<file path="src/design/cld_pkg.sv">
// ----------------------------------------------------------------------------
// cld_pkg
// shared constants and types for the crlf line deframer
// ----------------------------------------------------------------------------
`default_nettype none

package cld_pkg;

  localparam int BUFFER_SIZE_DEF = 64;
  localparam int BYTE_W          = 8;

  localparam logic [BYTE_W-1:0] CHAR_CR = 8'h0D;
  localparam logic [BYTE_W-1:0] CHAR_LF = 8'h0A;

  // request from the line control to the drain unit
  typedef struct packed {
    logic go;
    logic empty;
  } cld_start_t;

endpackage

`default_nettype wire

</file>
<file path="src/design/crlf_line_deframer_unit.sv">
// ----------------------------------------------------------------------------
// crlf_line_deframer_unit
// collects received bytes into lines ended by cr lf and emits each line
// byte by byte
// ----------------------------------------------------------------------------
// A data byte that follows a held CR stalls the input for the ST_WR2 state,
// since both the CR and the byte are written through the single write port
// of the line store. When CR LF completes a line the input is stalled while
// the line is read out of the store: each byte passes through the read data
// register of the store into the output register, one per cycle when the
// output is not stalled. A line holds at most BUFFER_SIZE-1 bytes. An empty
// line gives one transfer flagged empty with length 0. A line that would
// overflow the store is dropped and everything up to the next CR LF is
// ignored.
// ----------------------------------------------------------------------------
`default_nettype none

module crlf_line_deframer_unit #(
  parameter int BUFFER_SIZE = cld_pkg::BUFFER_SIZE_DEF
) (
  input  wire logic                           clk,
  input  wire logic                           rst_n,
  input  wire logic                           in_valid,
  output      logic                           in_stall,
  input  wire logic [cld_pkg::BYTE_W-1:0]     in_rx_byte,
  output      logic                           out_valid,
  input  wire logic                           out_stall,
  output      logic [cld_pkg::BYTE_W-1:0]     out_line_byte,
  output      logic [$clog2(BUFFER_SIZE)-1:0] out_line_length,
  output      logic                           out_is_empty,
  output      logic                           out_is_last
);

  import cld_pkg::*;

  localparam int DEPTH = BUFFER_SIZE - 1;
  localparam int CW    = $clog2(BUFFER_SIZE);
  localparam int AW    = $clog2(DEPTH);

  localparam logic [1:0] ST_IDLE  = 2'd0;
  localparam logic [1:0] ST_WR2   = 2'd1;
  localparam logic [1:0] ST_DRAIN = 2'd2;

  logic [1:0]        state_r, state_nxt;
  logic [CW-1:0]     fill_r, fill_nxt;
  logic              cr_r, cr_nxt;
  logic              disc_r, disc_nxt;
  logic [BYTE_W-1:0] byte_r, byte_nxt;

  logic              is_cr, is_lf, full;
  logic              do_store;
  logic [BYTE_W-1:0] st_byte;
  logic              wr_en;
  logic [AW-1:0]     wr_addr;
  cld_start_t        start;
  logic              busy;
  logic              rd_en;
  logic [AW-1:0]     rd_addr;
  logic [BYTE_W-1:0] rd_data;

  assign is_cr    = (in_rx_byte == CHAR_CR);
  assign is_lf    = (in_rx_byte == CHAR_LF);
  assign full     = (fill_r >= CW'(DEPTH));
  assign in_stall = (state_r != ST_IDLE);

  always_comb begin
    state_nxt   = state_r;
    fill_nxt    = fill_r;
    cr_nxt      = cr_r;
    disc_nxt    = disc_r;
    byte_nxt    = byte_r;
    do_store    = 1'b0;
    st_byte     = in_rx_byte;
    start.go    = 1'b0;
    start.empty = (fill_r == '0);
    wr_en       = 1'b0;
    wr_addr     = fill_r[AW-1:0];

    case (state_r)
      ST_IDLE: begin
        if (in_valid) begin
          if (disc_r) begin
            if (cr_r && is_lf) begin
              fill_nxt = '0;
              cr_nxt   = 1'b0;
              disc_nxt = 1'b0;
            end else begin
              cr_nxt = is_cr;
            end
          end else if (cr_r && is_lf) begin
            start.go  = 1'b1;
            fill_nxt  = '0;
            cr_nxt    = 1'b0;
            state_nxt = ST_DRAIN;
          end else if (cr_r) begin
            // held cr becomes data; the new byte is lost if the cr overflows
            do_store = 1'b1;
            st_byte  = CHAR_CR;
            cr_nxt   = 1'b0;
            if (!full) begin
              if (is_cr) begin
                cr_nxt = 1'b1;
              end else if (!is_lf) begin
                byte_nxt  = in_rx_byte;
                state_nxt = ST_WR2;
              end
            end
          end else if (is_cr) begin
            cr_nxt = 1'b1;
          end else if (!is_lf) begin
            do_store = 1'b1;
          end
        end
      end
      ST_WR2: begin
        do_store  = 1'b1;
        st_byte   = byte_r;
        state_nxt = ST_IDLE;
      end
      ST_DRAIN: begin
        if (!busy) begin
          state_nxt = ST_IDLE;
        end
      end
      default: begin
        state_nxt = ST_IDLE;
      end
    endcase

    if (do_store) begin
      if (full) begin
        fill_nxt = '0;
        cr_nxt   = 1'b0;
        disc_nxt = 1'b1;
      end else begin
        wr_en    = 1'b1;
        fill_nxt = fill_r + CW'(1);
      end
    end
  end

  always_ff @(posedge clk) begin
    if (!rst_n) begin
      state_r <= ST_IDLE;
      fill_r  <= '0;
      cr_r    <= 1'b0;
      disc_r  <= 1'b0;
    end else begin
      state_r <= state_nxt;
      fill_r  <= fill_nxt;
      cr_r    <= cr_nxt;
      disc_r  <= disc_nxt;
    end
  end

  always_ff @(posedge clk) begin
    byte_r <= byte_nxt;
  end

  cld_ram #(
    .WIDTH (BYTE_W),
    .DEPTH (DEPTH)
  ) u_line_store (
    .clk     (clk),
    .wr_en   (wr_en),
    .wr_addr (wr_addr),
    .wr_data (st_byte),
    .rd_en   (rd_en),
    .rd_addr (rd_addr),
    .rd_data (rd_data)
  );

  cld_drain #(
    .BUFFER_SIZE (BUFFER_SIZE)
  ) u_drain (
    .clk             (clk),
    .rst_n           (rst_n),
    .start           (start),
    .start_len       (fill_r),
    .busy            (busy),
    .rd_en           (rd_en),
    .rd_addr         (rd_addr),
    .rd_data         (rd_data),
    .out_valid       (out_valid),
    .out_stall       (out_stall),
    .out_line_byte   (out_line_byte),
    .out_line_length (out_line_length),
    .out_is_empty    (out_is_empty),
    .out_is_last     (out_is_last)
  );

endmodule

`default_nettype wire

</file>
<file path="src/design/cld_ram.sv">
// ----------------------------------------------------------------------------
// cld_ram
// generic single write port, single read port ram with registered read
// ----------------------------------------------------------------------------
`default_nettype none

module cld_ram #(
  parameter int WIDTH = 8,
  parameter int DEPTH = 63
) (
  input  wire logic                     clk,
  input  wire logic                     wr_en,
  input  wire logic [$clog2(DEPTH)-1:0] wr_addr,
  input  wire logic [WIDTH-1:0]         wr_data,
  input  wire logic                     rd_en,
  input  wire logic [$clog2(DEPTH)-1:0] rd_addr,
  output      logic [WIDTH-1:0]         rd_data
);

  logic [WIDTH-1:0] mem [DEPTH];

  always_ff @(posedge clk) begin
    if (wr_en) begin
      mem[wr_addr] <= wr_data;
    end
    if (rd_en) begin
      rd_data <= mem[rd_addr];
    end
  end

endmodule

`default_nettype wire

</file>
<file path="src/design/cld_drain.sv">
// ----------------------------------------------------------------------------
// cld_drain
// reads a completed line out of the line store and presents it one byte per
// transfer through an output register
// ----------------------------------------------------------------------------
`default_nettype none

module cld_drain #(
  parameter int BUFFER_SIZE = cld_pkg::BUFFER_SIZE_DEF
) (
  input  wire logic                           clk,
  input  wire logic                           rst_n,
  input  wire cld_pkg::cld_start_t            start,
  input  wire logic [$clog2(BUFFER_SIZE)-1:0] start_len,
  output      logic                           busy,
  output      logic                           rd_en,
  output      logic [$clog2(BUFFER_SIZE-1)-1:0] rd_addr,
  input  wire logic [cld_pkg::BYTE_W-1:0]     rd_data,
  output      logic                           out_valid,
  input  wire logic                           out_stall,
  output      logic [cld_pkg::BYTE_W-1:0]     out_line_byte,
  output      logic [$clog2(BUFFER_SIZE)-1:0] out_line_length,
  output      logic                           out_is_empty,
  output      logic                           out_is_last
);

  import cld_pkg::*;

  localparam int CW = $clog2(BUFFER_SIZE);
  localparam int AW = $clog2(BUFFER_SIZE - 1);

  logic          act_r, act_nxt;
  logic          empty_r, empty_nxt;
  logic [CW-1:0] cnt_r, cnt_nxt;
  logic [CW-1:0] len_r, len_nxt;
  logic          rd_pend_r, rd_pend_nxt;
  logic          rd_last_r, rd_last_nxt;
  logic [CW-1:0] rd_len_r, rd_len_nxt;

  logic              oval_r, oval_nxt;
  logic [BYTE_W-1:0] obyte_r, obyte_nxt;
  logic [CW-1:0]     olen_r, olen_nxt;
  logic              oempty_r, oempty_nxt;
  logic              olast_r, olast_nxt;

  logic out_free, load, emp_load, issue, issue_last;

  assign out_free   = !oval_r || !out_stall;
  assign load       = rd_pend_r && out_free;
  assign emp_load   = empty_r && !rd_pend_r && out_free;
  assign issue      = act_r && (!rd_pend_r || load);
  assign issue_last = (cnt_r == len_r - CW'(1));

  assign busy    = act_r || empty_r;
  assign rd_en   = issue;
  assign rd_addr = cnt_r[AW-1:0];

  always_comb begin
    act_nxt     = act_r;
    empty_nxt   = empty_r;
    cnt_nxt     = cnt_r;
    len_nxt     = len_r;
    rd_pend_nxt = rd_pend_r;
    rd_last_nxt = rd_last_r;
    rd_len_nxt  = rd_len_r;
    oval_nxt    = oval_r;
    obyte_nxt   = obyte_r;
    olen_nxt    = olen_r;
    oempty_nxt  = oempty_r;
    olast_nxt   = olast_r;

    if (start.go) begin
      act_nxt   = !start.empty;
      empty_nxt = start.empty;
      cnt_nxt   = '0;
      len_nxt   = start_len;
    end

    // output register
    if (load) begin
      oval_nxt    = 1'b1;
      obyte_nxt   = rd_data;
      olen_nxt    = rd_len_r;
      oempty_nxt  = 1'b0;
      olast_nxt   = rd_last_r;
      rd_pend_nxt = 1'b0;
    end else if (emp_load) begin
      oval_nxt   = 1'b1;
      obyte_nxt  = '0;
      olen_nxt   = '0;
      oempty_nxt = 1'b1;
      olast_nxt  = 1'b1;
      empty_nxt  = 1'b0;
    end else if (!out_stall) begin
      oval_nxt = 1'b0;
    end

    // read issue, the read data register acts as the second stage
    if (issue) begin
      rd_pend_nxt = 1'b1;
      rd_last_nxt = issue_last;
      rd_len_nxt  = len_r;
      cnt_nxt     = cnt_r + CW'(1);
      if (issue_last) begin
        act_nxt = 1'b0;
      end
    end
  end

  always_ff @(posedge clk) begin
    if (!rst_n) begin
      act_r     <= 1'b0;
      empty_r   <= 1'b0;
      rd_pend_r <= 1'b0;
      oval_r    <= 1'b0;
    end else begin
      act_r     <= act_nxt;
      empty_r   <= empty_nxt;
      rd_pend_r <= rd_pend_nxt;
      oval_r    <= oval_nxt;
    end
  end

  always_ff @(posedge clk) begin
    cnt_r     <= cnt_nxt;
    len_r     <= len_nxt;
    rd_last_r <= rd_last_nxt;
    rd_len_r  <= rd_len_nxt;
    obyte_r   <= obyte_nxt;
    olen_r    <= olen_nxt;
    oempty_r  <= oempty_nxt;
    olast_r   <= olast_nxt;
  end

  assign out_valid       = oval_r;
  assign out_line_byte   = obyte_r;
  assign out_line_length = olen_r;
  assign out_is_empty    = oempty_r;
  assign out_is_last     = olast_r;

endmodule

`default_nettype wire

</file>
<file path="config.mk">
export PLATFORM = sky130hd
export DESIGN_NAME = crlf_line_deframer_unit
export DESIGN_NICKNAME = d
export VERILOG_FILES = /design/src/design/cld_pkg.sv /design/src/design/crlf_line_deframer_unit.sv /design/src/design/cld_ram.sv /design/src/design/cld_drain.sv
export SDC_FILE = /design/constraint.sdc
export NUM_CORES = 1
export LEC_CHECK = 0
export ABC_AREA = 1
export BUFFER_PORTS_ARGS = -buffer_cell sky130_fd_sc_hd__buf_4
export CAP_MARGIN = 10
export CORE_MARGIN = 5
export CORE_UTILIZATION = 33
export DETAILED_ROUTE_END_ITERATION = 12
export GPL_TIMING_DRIVEN = 0
export SYNTH_ARGS = -nofsm -noshare
export SYNTH_HDL_FRONTEND = slang
export SYNTH_SLANG_ARGS = --single-unit
</file>
<file path="constraint.sdc">
create_clock -name clk -period 4.7 [get_ports clk]
set_input_delay 0.235 -clock clk [delete_from_list [all_inputs] [get_ports clk]]
set_output_delay 0.235 -clock clk [all_outputs]
set_load 0.02 [all_outputs]
</file>
## After elaboration in Yosys (flattened, before gate mapping)

Memory sizes are Yosys's and may differ from the RTL's. A register that Yosys moved wholly into a read port is not among the register bits.
Index checks and enable logic that the tools add are counted.

| storage, ports and cells | value |
|---|---|
| bits in registers | 57 |
| bits in writable memories | 504 |
| input bits | 12 |
| output and inout port bits | 18 |
| word-level logic and storage cells | 133 |
| memories kept | 1 |

| operators by class | value |
|---|---|
| add/subtract/negate cells | 3 |
| $lt $le $gt $ge | 1 |
| equal/unequal tests | 13 |
| mux-type cells | 69 |
| bitwise operators | 5 |
| reductions and logical operators | 24 |

Memory list:

| name | depth | bits a word | rd ports | clocked after Yosys merged registers in | write ports | line | source |
|---|---|---|---|---|---|---|---|
| u_line_store.mem | 63 | 8 | 1 | 1 | 1 | cld_ram.sv:20 | `logic [WIDTH-1:0] mem [DEPTH];` |

Operators with widths:

| operator | count |
|---|---|
| 2-to-1 mux 6 bit | 9 |
| 2-to-1 mux 8 bit | 6 |
| 2-to-1 mux 1 bit | 43 |
| equality test 8 x 4 -> 1 bit (second input constant) | 2 |
| 2-to-1 mux 2 bit | 8 |
| one-hot mux 8 bit (2 select lines) | 1 |
| nonzero test 2 bit | 7 |
| adder 6 x 1 -> 6 bit (second input constant) | 2 |
| != test 3 bit (second input constant) | 4 |
| AND reduction 8 bit | 1 |
| AND reduction 7 bit | 1 |
| equality test 6 bit | 1 |
| >= comparator 6 bit (second input constant) | 1 |
| logical NOT 6 bit | 1 |
| != test 2 bit (second input constant) | 3 |
| subtractor 6 x 1 -> 6 bit (second input constant) | 1 |
| logical AND 1 bit | 5 |
| NOT 1 bit | 5 |
| logical NOT 1 bit | 4 |
| one-hot mux 2 bit (2 select lines) | 1 |
| logical OR 1 bit | 3 |
| != test 3 x 1 -> 1 bit (second input constant) | 1 |
| AND reduction 3 bit | 1 |
| equality test 2 x 1 -> 1 bit (second input constant) | 1 |
| 3 further kinds | 3 |

## Depth between registers and ports, before layout

Gate-level depths: netlist of run 1.

| logic depth | value |
|---|---|
| word-level depth | 11 |
| depth in mapped cells | 15 |

## Cells and area by module

Synthesis of run 1 repeated with hierarchy kept, for this count alone.

| unflattened totals | value |
|---|---|
| cells, all modules | 2,110 |
| area total of the unflattened synthesis | 23,799.1 µm² |

By module, submodules not included:

| module | times used | cells each | area an instance (µm²) | seq. area each (µm²) |
|---|---|---|---|---|
| cld_ram | 1 | 1,793 | 20,970.1 | 15,374.7 |
| cld_drain | 1 | 167 | 1,694.1 | 1,121.1 |
| crlf_line_deframer_unit | 1 | 150 | 1,134.8 | 440.4 |

## Least setup slack after synthesis of run 1

Ideal clock, no wire load.

| path | value |
|---|---|
| path kind | register to register |
| start | register state_r[0] |
| end | memory u_line_store.mem[0][0] (data pin) |
| setup time | 0.582 ns |
| arrival time | 2.723 ns |
| path slack | 1.395 ns |
| stages on the path, launching flop included | 6 |
| path buffers | 2 |
| period minus slack after synthesis | 3.305 ns |
| cells stage by stage | dfxtp_1 clkbuf_1 nand2_1 clkbuf_1 nor2_1 a31oi_1 |

| between the ends | value |
|---|---|
| word-level cells in the longest chain between the ends | 2 |

Ends and longest elaborated chain:

| item | line | source |
|---|---|---|
| start: declaration | crlf_line_deframer_unit.sv:44 | `logic [1:0] state_r, state_nxt;` |
| start signal: assignment | crlf_line_deframer_unit.sv:149 | `state_r <= state_nxt;` |
| equality test 2 x 1 -> 1 bit or logical NOT 2 bit (tied branches) | crlf_line_deframer_unit.sv:79 | `case (state_r)` |
| one-hot mux 8 bit (2 select lines) * | crlf_line_deframer_unit.sv:79 |  |
| via st_byte[0] | crlf_line_deframer_unit.sv:52 | `logic [BYTE_W-1:0] st_byte;` |
| end: declaration | cld_ram.sv:20 |  |

Mark *: on every way through the listed nets, which the timed path passes. The rest lies on a longest branch.

## Worst setup path in the final report of run 1

| path | value |
|---|---|
| start | input port in_rx_byte[0] in the netlist's numbering |
| end | memory u_line_store.mem[47][3] (enable) |

| between the ends | value |
|---|---|
| word-level cells in the longest chain between the ends | 11 |

Ends and longest elaborated chain:

| item | line | source |
|---|---|---|
| start: declaration | crlf_line_deframer_unit.sv:25 | `input wire logic [cld_pkg::BYTE_W-1:0] in_rx_byte,` |
| equality test 8 x 4 -> 1 bit | crlf_line_deframer_unit.sv:62 | `assign is_lf = (in_rx_byte == CHAR_LF);` |
| 2-to-1 mux 1 bit | crlf_line_deframer_unit.sv:110 | `end else if (!is_lf) begin` |
| 2-to-1 mux 1 bit | crlf_line_deframer_unit.sv:108 | `end else if (is_cr) begin` |
| 2-to-1 mux 1 bit | crlf_line_deframer_unit.sv:95 | `end else if (cr_r) begin` |
| 2-to-1 mux 1 bit * | crlf_line_deframer_unit.sv:90 | `end else if (cr_r && is_lf) begin` |
| 2-to-1 mux 1 bit * | crlf_line_deframer_unit.sv:82 | `if (disc_r) begin` |
| 2-to-1 mux 1 bit * | crlf_line_deframer_unit.sv:81 | `if (in_valid) begin` |
| one-hot mux 1 bit (2 select lines) * | crlf_line_deframer_unit.sv:79 |  |
| 2-to-1 mux 1 bit * | crlf_line_deframer_unit.sv:130 | `if (do_store) begin` |
| 2-to-1 mux 1 bit * | cld_ram.sv:23 | `if (wr_en) begin` |
| 2-to-1 mux 1 bit (not written as such) * | cld_ram.sv:24 | `mem[wr_addr] <= wr_data;` |

Mark *: on every way between the ends. The rest lies on a longest branch, timed or not.

==> metrics.txt, run 1 <==
# TYPE chip_impl_metric gauge
chip_impl_info{name="status",value="complete, no violations"} 1
chip_impl_metric{name="max-vdd-ir-drop",unit="V"} 0.000226
chip_impl_metric{name="syn_inst",unit=""} 2101
chip_impl_metric{name="route.final.wire_length",unit="um"} 72600
chip_impl_info{name="grt_busiest_layer",value="met2"} 1
chip_impl_metric{name="timing.max_cap.violations",unit=""} 0
chip_impl_metric{name="clock_sink_count",unit=""} 569
chip_impl_metric{name="grt.met1_usage",unit="%"} 25.8
chip_impl_metric{name="dpl.hpwl",unit="um"} 50800
chip_impl_metric{name="overall_global_routing_usage",unit="%"} 18.4
chip_impl_metric{name="timing.final.crit_share",unit="%"} 63.3
chip_impl_metric{name="timing.critical_path.arrival",unit="ns"} 3.20
chip_impl_metric{name="syn-cell-area",unit="mm2"} 0.0236
chip_impl_metric{name="detailedRoute.firstIterationViolations",unit=""} 1984
chip_impl_info{name="ys.flop_type",value="sky130_fd_sc_hd__edfxtp_1"} 1
chip_impl_metric{name="worst_setup_skew_after_layout",unit="ns"} 0.0165
chip_impl_metric{name="tns",unit="ns"} 0
chip_impl_info{name="synth.area.top_cells",value="sky130_fd_sc_hd__edfxtp_1 70%, sky130_fd_sc_hd__nor2_1 6.7%, sky130_fd_sc_hd__nand2_1 6.1%"} 1
chip_impl_metric{name="place.port_buffers",unit=""} 29
chip_impl_metric{name="clock_pin_slew_on_the_worst_setup_and_hold_paths",unit="ns"} 0.06
chip_impl_metric{name="synth_top_area_share",unit="%"} 70.4
chip_impl_metric{name="post-place-cells",unit=""} 3089
chip_impl_metric{name="die_area",unit="mm2"} 0.0771
chip_impl_metric{name="drt_pass1_iterations",unit=""} 8
chip_impl_metric{name="num_vias",unit=""} 16500
chip_impl_info{name="regToRegStartpoint",value="fill_r[1]"} 1
chip_impl_metric{name="grt_pass1_wl",unit="um"} 106000
chip_impl_metric{name="cts_max_level",unit=""} 2
chip_impl_metric{name="maximum_count_of_clock_buffers_along_a_single_path",unit=""} 3
chip_impl_metric{name="floorplan.initialDensity",unit="%"} 33.2
chip_impl_metric{name="synth-seq-cells",unit=""} 569
chip_impl_metric{name="synth_edf_count",unit=""} 554
chip_impl_metric{name="reg2reg_depth",unit=""} 7
chip_impl_info{name="endpoint_of_the_worst_register_to_register_path",value="u_line_store.mem[35][2]"} 1
chip_impl_info{name="rsz0062_at_grt",value="false"} 1
chip_impl_metric{name="remaining_drc_errors",unit=""} 0
chip_impl_metric{name="async_flop_share",unit="%"} 0
chip_impl_metric{name="syn_avg_cell_area",unit="um2"} 11.3
chip_impl_metric{name="netlist-cell-type-count",unit=""} 31
chip_impl_metric{name="grt_antenna_before_repair",unit=""} 1
chip_impl_metric{name="leakage",unit="nW"} 9.81
chip_impl_info{name="crit_type",value="in -> reg"} 1
chip_impl_metric{name="final_net_count",unit=""} 2227
chip_impl_metric{name="insertion_delay",unit="ns"} 0.62
chip_impl_metric{name="placedInstanceArea",unit="mm2"} 0.0253
chip_impl_metric{name="core_region_area",unit="mm2"} 0.0712
chip_impl_info{name="cts_root_buffer",value="sky130_fd_sc_hd__clkbuf_16"} 1
chip_impl_info{name="worst_hold_path_type",value="in -> reg"} 1
chip_impl_metric{name="timing.final.setup_violations",unit=""} 0
chip_impl_metric{name="max_clock_freq",unit="MHz"} 336
chip_impl_metric{name="cts_post_setup_buffers_inserted",unit=""} 0
chip_impl_metric{name="routedWlPerCell",unit="um"} 22.6
chip_impl_metric{name="timing.final.max_slew_violations",unit=""} 0
chip_impl_metric{name="hold_viol_final",unit=""} 0
chip_impl_metric{name="post_route_cells_drive_above_1_share",unit="%"} 8.94
chip_impl_info{name="startpoint",value="in_rx_byte[0]"} 1
chip_impl_info{name="yosysTopAreaCell",value="sky130_fd_sc_hd__edfxtp_1"} 1
chip_impl_metric{name="hold-path-cell-count",unit=""} 5
chip_impl_metric{name="critical_path.max_fanout",unit=""} 10
chip_impl_metric{name="postSynthNetCount",unit=""} 2117
chip_impl_info{name="cts_tree",value="built"} 1
chip_impl_metric{name="gp_congestion",unit=""} 0.985
chip_impl_info{name="worstSetupEndpoint",value="u_line_store.mem[47][3]"} 1
chip_impl_info{name="critPathCaptureType",value="register"} 1
chip_impl_metric{name="grt_max_degree",unit=""} 64
chip_impl_metric{name="worst_ep_required_time",unit="ns"} 4.92
chip_impl_metric{name="detail-route-antenna-nets",unit=""} 0
chip_impl_metric{name="design_area",unit="mm2"} 0.0272
chip_impl_metric{name="synthesis.yosys.warnings",unit=""} 0
chip_impl_metric{name="vias_in_the_first_global_route",unit=""} 15600
chip_impl_metric{name="worst-slew-pin-transition",unit="ns"} 1.22
chip_impl_metric{name="grt_use_met2",unit="%"} 28.4
chip_impl_metric{name="grt_overflow",unit=""} 0
chip_impl_metric{name="regToRegSetupSlack",unit="ns"} 1.77
chip_impl_metric{name="io_pins",unit=""} 30
chip_impl_metric{name="cts_made_buffers",unit=""} 59
chip_impl_metric{name="synth-seq-area-share",unit="%"} 71.6
chip_impl_metric{name="post_layout_nonfiller_instances",unit=""} 3210
chip_impl_metric{name="globalRouteMet3Util",unit="%"} 4.06
chip_impl_metric{name="power.density_cell_area",unit="mW/mm2"} 377
chip_impl_metric{name="dieHeight",unit="um"} 278
chip_impl_metric{name="final_core_util",unit="%"} 38.2
chip_impl_metric{name="max_slew_margin",unit="%"} 18.5
chip_impl_metric{name="syn2layout_area_growth",unit="%"} 15.2
chip_impl_metric{name="core.rowCount",unit=""} 98
chip_impl_metric{name="fin_crit",unit="ns"} 2.97
chip_impl_info{name="crit_path_start_kind",value="input pin"} 1
chip_impl_metric{name="floorplan.die.width",unit="um"} 278
chip_impl_metric{name="detail_route.vias_per_cell",unit=""} 5.13
-- where the power goes --
| group | internal, mW | switching (mW) |
|---|---|---|
| registers | 5.57 | 0.00445 |
| logic | 0.0446 | 0.152 |
| clock network | 2.56 | 1.94 |
| total | 8.18 | 2.10 |
-- stage by stage --
| stage | hold slack, ns | total power, mW | setup WS, ns |
|---|---|---|---|
| after global routing | 0.137 | 10.5 | 1.57 |
| final | 0.113 | 10.3 | 1.73 |
| after CTS | 0.0756 | 10.3 | 1.67 |
| after detailed placement | 0.415 | 5.87 | 1.68 |
| after global placement | 0.412 | 5.86 | -2.09 |
| after floorplan | 0.334 | 5.76 | 1.39 |
-- logic make-up (layout without fill, tap and decap cells) --
kind of cell	Yosys count	after routing	share of synthesized area (%)
adders and majority gates	4	4	0.212
xor gates and xnor gates	9	9	0.333
and+or+nand+nor	1042	1042	18.0
buffers and inverters	225	383	4.28
other	0	1	0
DFF	569	569	71.6
AOI/OAI and AO/OA	252	252	5.57
-- worst min-delay path by stage --
stage,from,slack [ns],end
3_3_place_gp,fill_r[3],0.41,u_drain.len_r[3]
6_report,in_valid,0.11,state_r[1]
5_1_grt,in_valid,0.14,state_r[0]
3_5_place_dp,fill_r[3],0.41,u_drain.len_r[3]
4_1_cts,in_valid,0.08,state_r[0]
2_1_floorplan,in_rx_byte[0],0.33,byte_r[0]
-- cell usage after synthesis, types with 15 or more instances --
cell type / instances
sky130_fd_sc_hd__edfxtp_1: 554
sky130_fd_sc_hd__nor2_1: 421
sky130_fd_sc_hd__nand2_1: 382
sky130_fd_sc_hd__nand3_1: 206
sky130_fd_sc_hd__o21ai_0: 164
sky130_fd_sc_hd__inv_1: 105
sky130_fd_sc_hd__a21oi_1: 46
sky130_fd_sc_hd__clkbuf_1: 44
sky130_fd_sc_hd__buf_2: 39
sky130_fd_sc_hd__o211ai_1: 22
sky130_fd_sc_hd__o21ai_1: 19
sky130_fd_sc_hd__dfxtp_1: 15
-- placed cells by master, fill, tap and decap left out, types with 2 or more instances in the layout --
cell	count
sky130_fd_sc_hd__o21ai_1	19
sky130_fd_sc_hd__nand2_1	377
sky130_fd_sc_hd__o21ai_0	164
sky130_fd_sc_hd__clkinv_4	2
sky130_fd_sc_hd__edfxtp_1	554
sky130_fd_sc_hd__clkinvlp_4	2
sky130_fd_sc_hd__ha_1	4
sky130_fd_sc_hd__nand2_2	3
sky130_fd_sc_hd__buf_6	12
sky130_fd_sc_hd__dlygate4sd3_1	10
sky130_fd_sc_hd__nor3_1	11
sky130_fd_sc_hd__buf_1	10
sky130_fd_sc_hd__nor3_2	2
sky130_fd_sc_hd__clkinv_1	21
sky130_fd_sc_hd__xor2_1	8
sky130_fd_sc_hd__nand4_1	10
sky130_fd_sc_hd__clkinv_2	13
sky130_fd_sc_hd__dfxtp_1	15
sky130_fd_sc_hd__inv_1	105
sky130_fd_sc_hd__nand3_1	206
sky130_fd_sc_hd__clkbuf_16	59
sky130_fd_sc_hd__inv_2	5
sky130_fd_sc_hd__buf_2	41
sky130_fd_sc_hd__buf_4	36
sky130_fd_sc_hd__nor2_1	421
sky130_fd_sc_hd__buf_16	2
sky130_fd_sc_hd__buf_12	5
sky130_fd_sc_hd__inv_6	2
sky130_fd_sc_hd__a21oi_4	2
sky130_fd_sc_hd__nand3_2	4
sky130_fd_sc_hd__a21oi_1	44
sky130_fd_sc_hd__o211ai_1	22
sky130_fd_sc_hd__bufinv_16	5
sky130_fd_sc_hd__clkbuf_1	51
sky130_fd_sc_hd__nand2_4	3
-- worst max-delay path: stages --
cell                            delay, ns
sky130_fd_sc_hd__dlygate4sd3_1       0.53
sky130_fd_sc_hd__buf_4               0.14
sky130_fd_sc_hd__inv_1               0.11
sky130_fd_sc_hd__nor2_1              0.05
sky130_fd_sc_hd__nand3_1             0.08
sky130_fd_sc_hd__nor2_1              0.06
sky130_fd_sc_hd__nand2_1             0.07
sky130_fd_sc_hd__nand3_2             0.16
sky130_fd_sc_hd__nand2_2             0.23
sky130_fd_sc_hd__buf_4               0.23
sky130_fd_sc_hd__nand4_1             0.32
sky130_fd_sc_hd__nor2_1              0.96
-- routing by layer --
layer	vias up	routed length [um]
met4	0	2280
met2	804	32600
met3	142	7240
li1	7486	-
met5	-	0
met1	8025	30500
-- final cells by class --
cell class	instances	area, um2
Antenna cell	1	2.50
Buffer	112	586
Clock buffer	66	1500
Clock inverter	43	337
Fill cell	6851	44000
Inverter	113	427
Multi-Input combinational cell	1307	5770
Sequential cell	569	16900
Tap cell	950	1190
Timing Repair Buffer	49	490
-- what timing repair did --
action | 4_1_cts | 5_1_grt
resized for setup | 0 | 0
hold buffers | 10 | 0
hold endpoints to repair | 13 | 0
-- flip-flops by register name (all words and copies together), names as in the netlist, 2 cells and up --
| signal | flops |
|---|---|
| u_line_store.mem | 504 |
| byte_r | 8 |
| u_drain.out_line_byte | 8 |
| u_line_store.rd_data | 8 |
| fill_r | 6 |
| u_drain.len_r | 6 |
| u_drain.out_line_length | 6 |
| u_drain.rd_addr | 6 |
| u_drain.rd_len_r | 6 |
| state_r | 2 |
No activity file was read; power rests on OpenSTA's default activity.
==> inputs of run 2 (changes only) <==
==> constraint.sdc (replaced) <==
create_clock -name clk -period 2.8 [get_ports clk]
set_input_delay 0.14 -clock clk [delete_from_list [all_inputs] [get_ports clk]]
set_output_delay 0.14 -clock clk [all_outputs]
set_load 0.02 [all_outputs]
==> run 2 against run 1 <==
  * The run now ends with negative setup slack left
  * Sequential power is 68% higher
  * Clock-buffer cell count is 4 higher
  * Worst hold slack better by 0.12 ns
  * Global-route usage shrank 0.16 points
  * Power rose by 70%
  * Flip-flop and latch count did not move
  * Final cell count hardly changed
  * Critical path depth down 5
  * Setup slack got worse by 1.8 ns
  * Clock skew is 0.0081 ns higher
  * Via count shrank 0.91%
==> metrics.txt, run 2 (synthesis results as in run 1) <==
# TYPE chip_impl_metric gauge
chip_impl_metric{name="clock_pin_slew_on_the_worst_setup_and_hold_paths",unit="ns"} 0.06
chip_impl_metric{name="fin_crit",unit="ns"} 2.84
chip_impl_metric{name="timing.final.max_slew_violations",unit=""} 0
chip_impl_metric{name="cts_max_level",unit=""} 2
chip_impl_metric{name="power.share.clock",unit="%"} 44.4
chip_impl_metric{name="detail-route-antenna-nets",unit=""} 0
chip_impl_metric{name="place.port_buffers",unit=""} 29
chip_impl_metric{name="regToRegSetupSlack",unit="ns"} -0.04
chip_impl_metric{name="reg2reg_depth",unit=""} 7
chip_impl_metric{name="power.share.combinational",unit="%"} 1.9
chip_impl_metric{name="power.density_cell_area",unit="mW/mm2"} 635
chip_impl_metric{name="syn2layout_area_growth",unit="%"} 16.0
chip_impl_metric{name="post_route_cells_drive_above_1_share",unit="%"} 10.6
chip_impl_metric{name="maximum_count_of_clock_buffers_along_a_single_path",unit=""} 3
chip_impl_metric{name="multi_input_comb_area",unit="mm2"} 0.00587
chip_impl_metric{name="leakage",unit="nW"} 9.86
chip_impl_metric{name="finalWorstSetupSlack",unit="ns"} -0.0438
chip_impl_metric{name="cts_post_setup_buffers_inserted",unit=""} 0
chip_impl_metric{name="power.internal",unit="mW"} 13.9
chip_impl_metric{name="final_net_count",unit=""} 2229
chip_impl_metric{name="seq_area",unit="mm2"} 0.0169
chip_impl_metric{name="grt_pass1_wl",unit="um"} 105000
chip_impl_metric{name="power.share.switching",unit="%"} 20.4
chip_impl_info{name="violations_in_the_final_reports",value="negative setup slack"} 1
chip_impl_metric{name="drt_pass1_iterations",unit=""} 6
chip_impl_info{name="top_register",value="u_line_store.mem"} 1
chip_impl_info{name="cts_root_buffer",value="sky130_fd_sc_hd__clkbuf_16"} 1
chip_impl_metric{name="timing.final.setup_violations",unit=""} 8
chip_impl_info{name="crit_type",value="reg -> reg"} 1
chip_impl_metric{name="timing.critical_path.arrival",unit="ns"} 3.08
chip_impl_info{name="rsz0062_at_grt",value="true"} 1
chip_impl_info{name="regToRegStartpoint",value="fill_r[1]"} 1
chip_impl_metric{name="design_area",unit="mm2"} 0.0274
chip_impl_metric{name="timing.final.crit_share",unit="%"} 102
chip_impl_metric{name="worst_ep_required_time",unit="ns"} 3.04
chip_impl_metric{name="final_core_util",unit="%"} 38.5
chip_impl_metric{name="grt_overflow",unit=""} 0
chip_impl_metric{name="placedInstanceArea",unit="mm2"} 0.0253
chip_impl_metric{name="largest_register_ffs",unit=""} 504
chip_impl_metric{name="timing.max_cap.violations",unit=""} 0
chip_impl_metric{name="detailedRoute.firstIterationViolations",unit=""} 2096
chip_impl_metric{name="dpl.hpwl",unit="um"} 50100
chip_impl_metric{name="critical_path.max_fanout",unit=""} 10
chip_impl_metric{name="worst-slew-pin-transition",unit="ns"} 1.14
chip_impl_metric{name="seqPwrFrac",unit="%"} 53.7
chip_impl_info{name="cts_tree",value="built"} 1
chip_impl_metric{name="max_slew_margin",unit="%"} 23.9
chip_impl_metric{name="grt_max_degree",unit=""} 64
chip_impl_metric{name="route.final.wire_length",unit="um"} 72400
chip_impl_info{name="endpoint_of_the_worst_register_to_register_path",value="u_line_store.mem[33][5]"} 1
chip_impl_info{name="holdPathEnd",value="byte_r[4]"} 1
chip_impl_metric{name="core.rowCount",unit=""} 98
chip_impl_metric{name="gp_congestion",unit=""} 0.926
chip_impl_metric{name="core_region_area",unit="mm2"} 0.0712
chip_impl_info{name="mostFrequentLayoutCells",value="554 x sky130_fd_sc_hd__edfxtp_1, 389 x sky130_fd_sc_hd__nor2_1, 377 x sky130_fd_sc_hd__nand2_1"} 1
chip_impl_metric{name="floorplan.initialDensity",unit="%"} 33.2
chip_impl_metric{name="tns",unit="ns"} -0.253
chip_impl_metric{name="overall_global_routing_usage",unit="%"} 18.2
chip_impl_metric{name="hold_viol_final",unit=""} 0
chip_impl_metric{name="insertion_delay",unit="ns"} 0.64
chip_impl_metric{name="die_area",unit="mm2"} 0.0771
chip_impl_info{name="hold_path_startpoint",value="in_rx_byte[4]"} 1
chip_impl_metric{name="clock_sink_count",unit=""} 569
chip_impl_metric{name="cts_made_buffers",unit=""} 59
chip_impl_info{name="crit_path_start_kind",value="register"} 1
chip_impl_info{name="worst_hold_path_type",value="in -> reg"} 1
chip_impl_metric{name="floorplan.die.width",unit="um"} 278
chip_impl_info{name="status",value="finished with violations"} 1
chip_impl_metric{name="nFillCells",unit=""} 6817
chip_impl_metric{name="detail_route.vias_per_cell",unit=""} 5.09
chip_impl_metric{name="io_pins",unit=""} 30
chip_impl_metric{name="grt_antenna_before_repair",unit=""} 1
chip_impl_metric{name="routedWlPerCell",unit="um"} 22.6
chip_impl_metric{name="max_clock_freq",unit="MHz"} 352
chip_impl_metric{name="remaining_drc_errors",unit=""} 0
chip_impl_metric{name="place_worst_setup_slack",unit="ns"} -0.105
chip_impl_metric{name="power_switching",unit="mW"} 3.56
chip_impl_metric{name="final.hold.worst_slack",unit="ns"} 0.238
chip_impl_metric{name="max-vdd-ir-drop",unit="V"} 0.000477
chip_impl_info{name="layout.cells.most_common",value="sky130_fd_sc_hd__edfxtp_1"} 1
chip_impl_metric{name="hold-path-cell-count",unit=""} 2
chip_impl_info{name="critPathCaptureType",value="register"} 1
chip_impl_metric{name="worst_setup_skew_after_layout",unit="ns"} 0.0247
chip_impl_metric{name="vias_in_the_first_global_route",unit=""} 15500
chip_impl_metric{name="dieHeight",unit="um"} 278
chip_impl_metric{name="num_vias",unit=""} 16300
==> run 2: cell count changes in the layout (fill, tap and decap cells not counted), sizes merged <==
cell         previous run  this run
inv                   113       112
buf                   106       104
bufinv                  5         6
clkinv                 36        29
dlygate4sd3            10        11
clkbuf                111       118
clkinvlp                2         0
==> run 2: power by group through the flow <==
stage          Combinational, mW  Clock, mW  Sequential (mW)
6_report                   0.334       7.74             9.36
5_1_grt                    0.357       8.21             9.36
4_1_cts                    0.329       7.84             9.36
3_5_place_dp               0.316          0             9.54
3_3_place_gp               0.267          0             9.56
2_1_floorplan              0.130          0             9.54
==> run 2: how the worst max path moves through the flow <==
stage	cells after the start	startpoint	to
after floorplan	5	state_r[0]	u_line_store.mem[0][0]
after global placement	5	state_r[0]	u_line_store.mem[8][3]
after detailed placement	7	fill_r[1]	u_line_store.mem[2][0]
after CTS	7	fill_r[1]	u_line_store.mem[3][0]
after global routing	7	fill_r[1]	u_line_store.mem[33][6]
final	7	fill_r[1]	u_line_store.mem[33][5]
==> run 2: per-stage QoR <==
stage               power [mW]  cells
floorplan                 9.68   2101
global placement          9.83   3080
detailed placement        9.86   3091
CTS                       17.5   3206
global route              17.9   3206
finish                    17.4   3207
==> run 2: timing repair <==
action,4_1_cts,5_1_grt
hold buffers,11,0
pin swaps,0,0
hold endpoints to repair,22,0
endpoints found under the setup margin,85,206
gates resized for setup,15,35
==> run 2: area by class of cell <==
cell class                      count  area share [%]
Antenna cell                        1         0.00912
Buffer                            112            2.21
Clock buffer                       70            5.61
Clock inverter                     34            1.19
Inverter                          113            1.55
Multi-Input combinational cell   1307            21.4
Sequential cell                   569            61.7
Tap cell                          950            4.33
Timing Repair Buffer               51            1.97
==> run 2: critical path, cell delays in order, from the launching register on <==
cell	delay [ns]
sky130_fd_sc_hd__dfxtp_1	0.42
sky130_fd_sc_hd__ha_1	0.25
sky130_fd_sc_hd__nand2_1	0.12
sky130_fd_sc_hd__inv_1	0.05
sky130_fd_sc_hd__nand2_1	0.13
sky130_fd_sc_hd__buf_2	0.28
sky130_fd_sc_hd__nand3_1	0.27
sky130_fd_sc_hd__nor2_1	0.91
==> run 2: layer usage <==
layer  track usage (%)  wire [um]  vias to the layer above
li1                  -          -                     7494
met1              24.5      29600                     7863
met2              28.4      32500                      812
met3              5.55       7730                      139
met4              5.90       2540                        0
met5                 0          0                        -
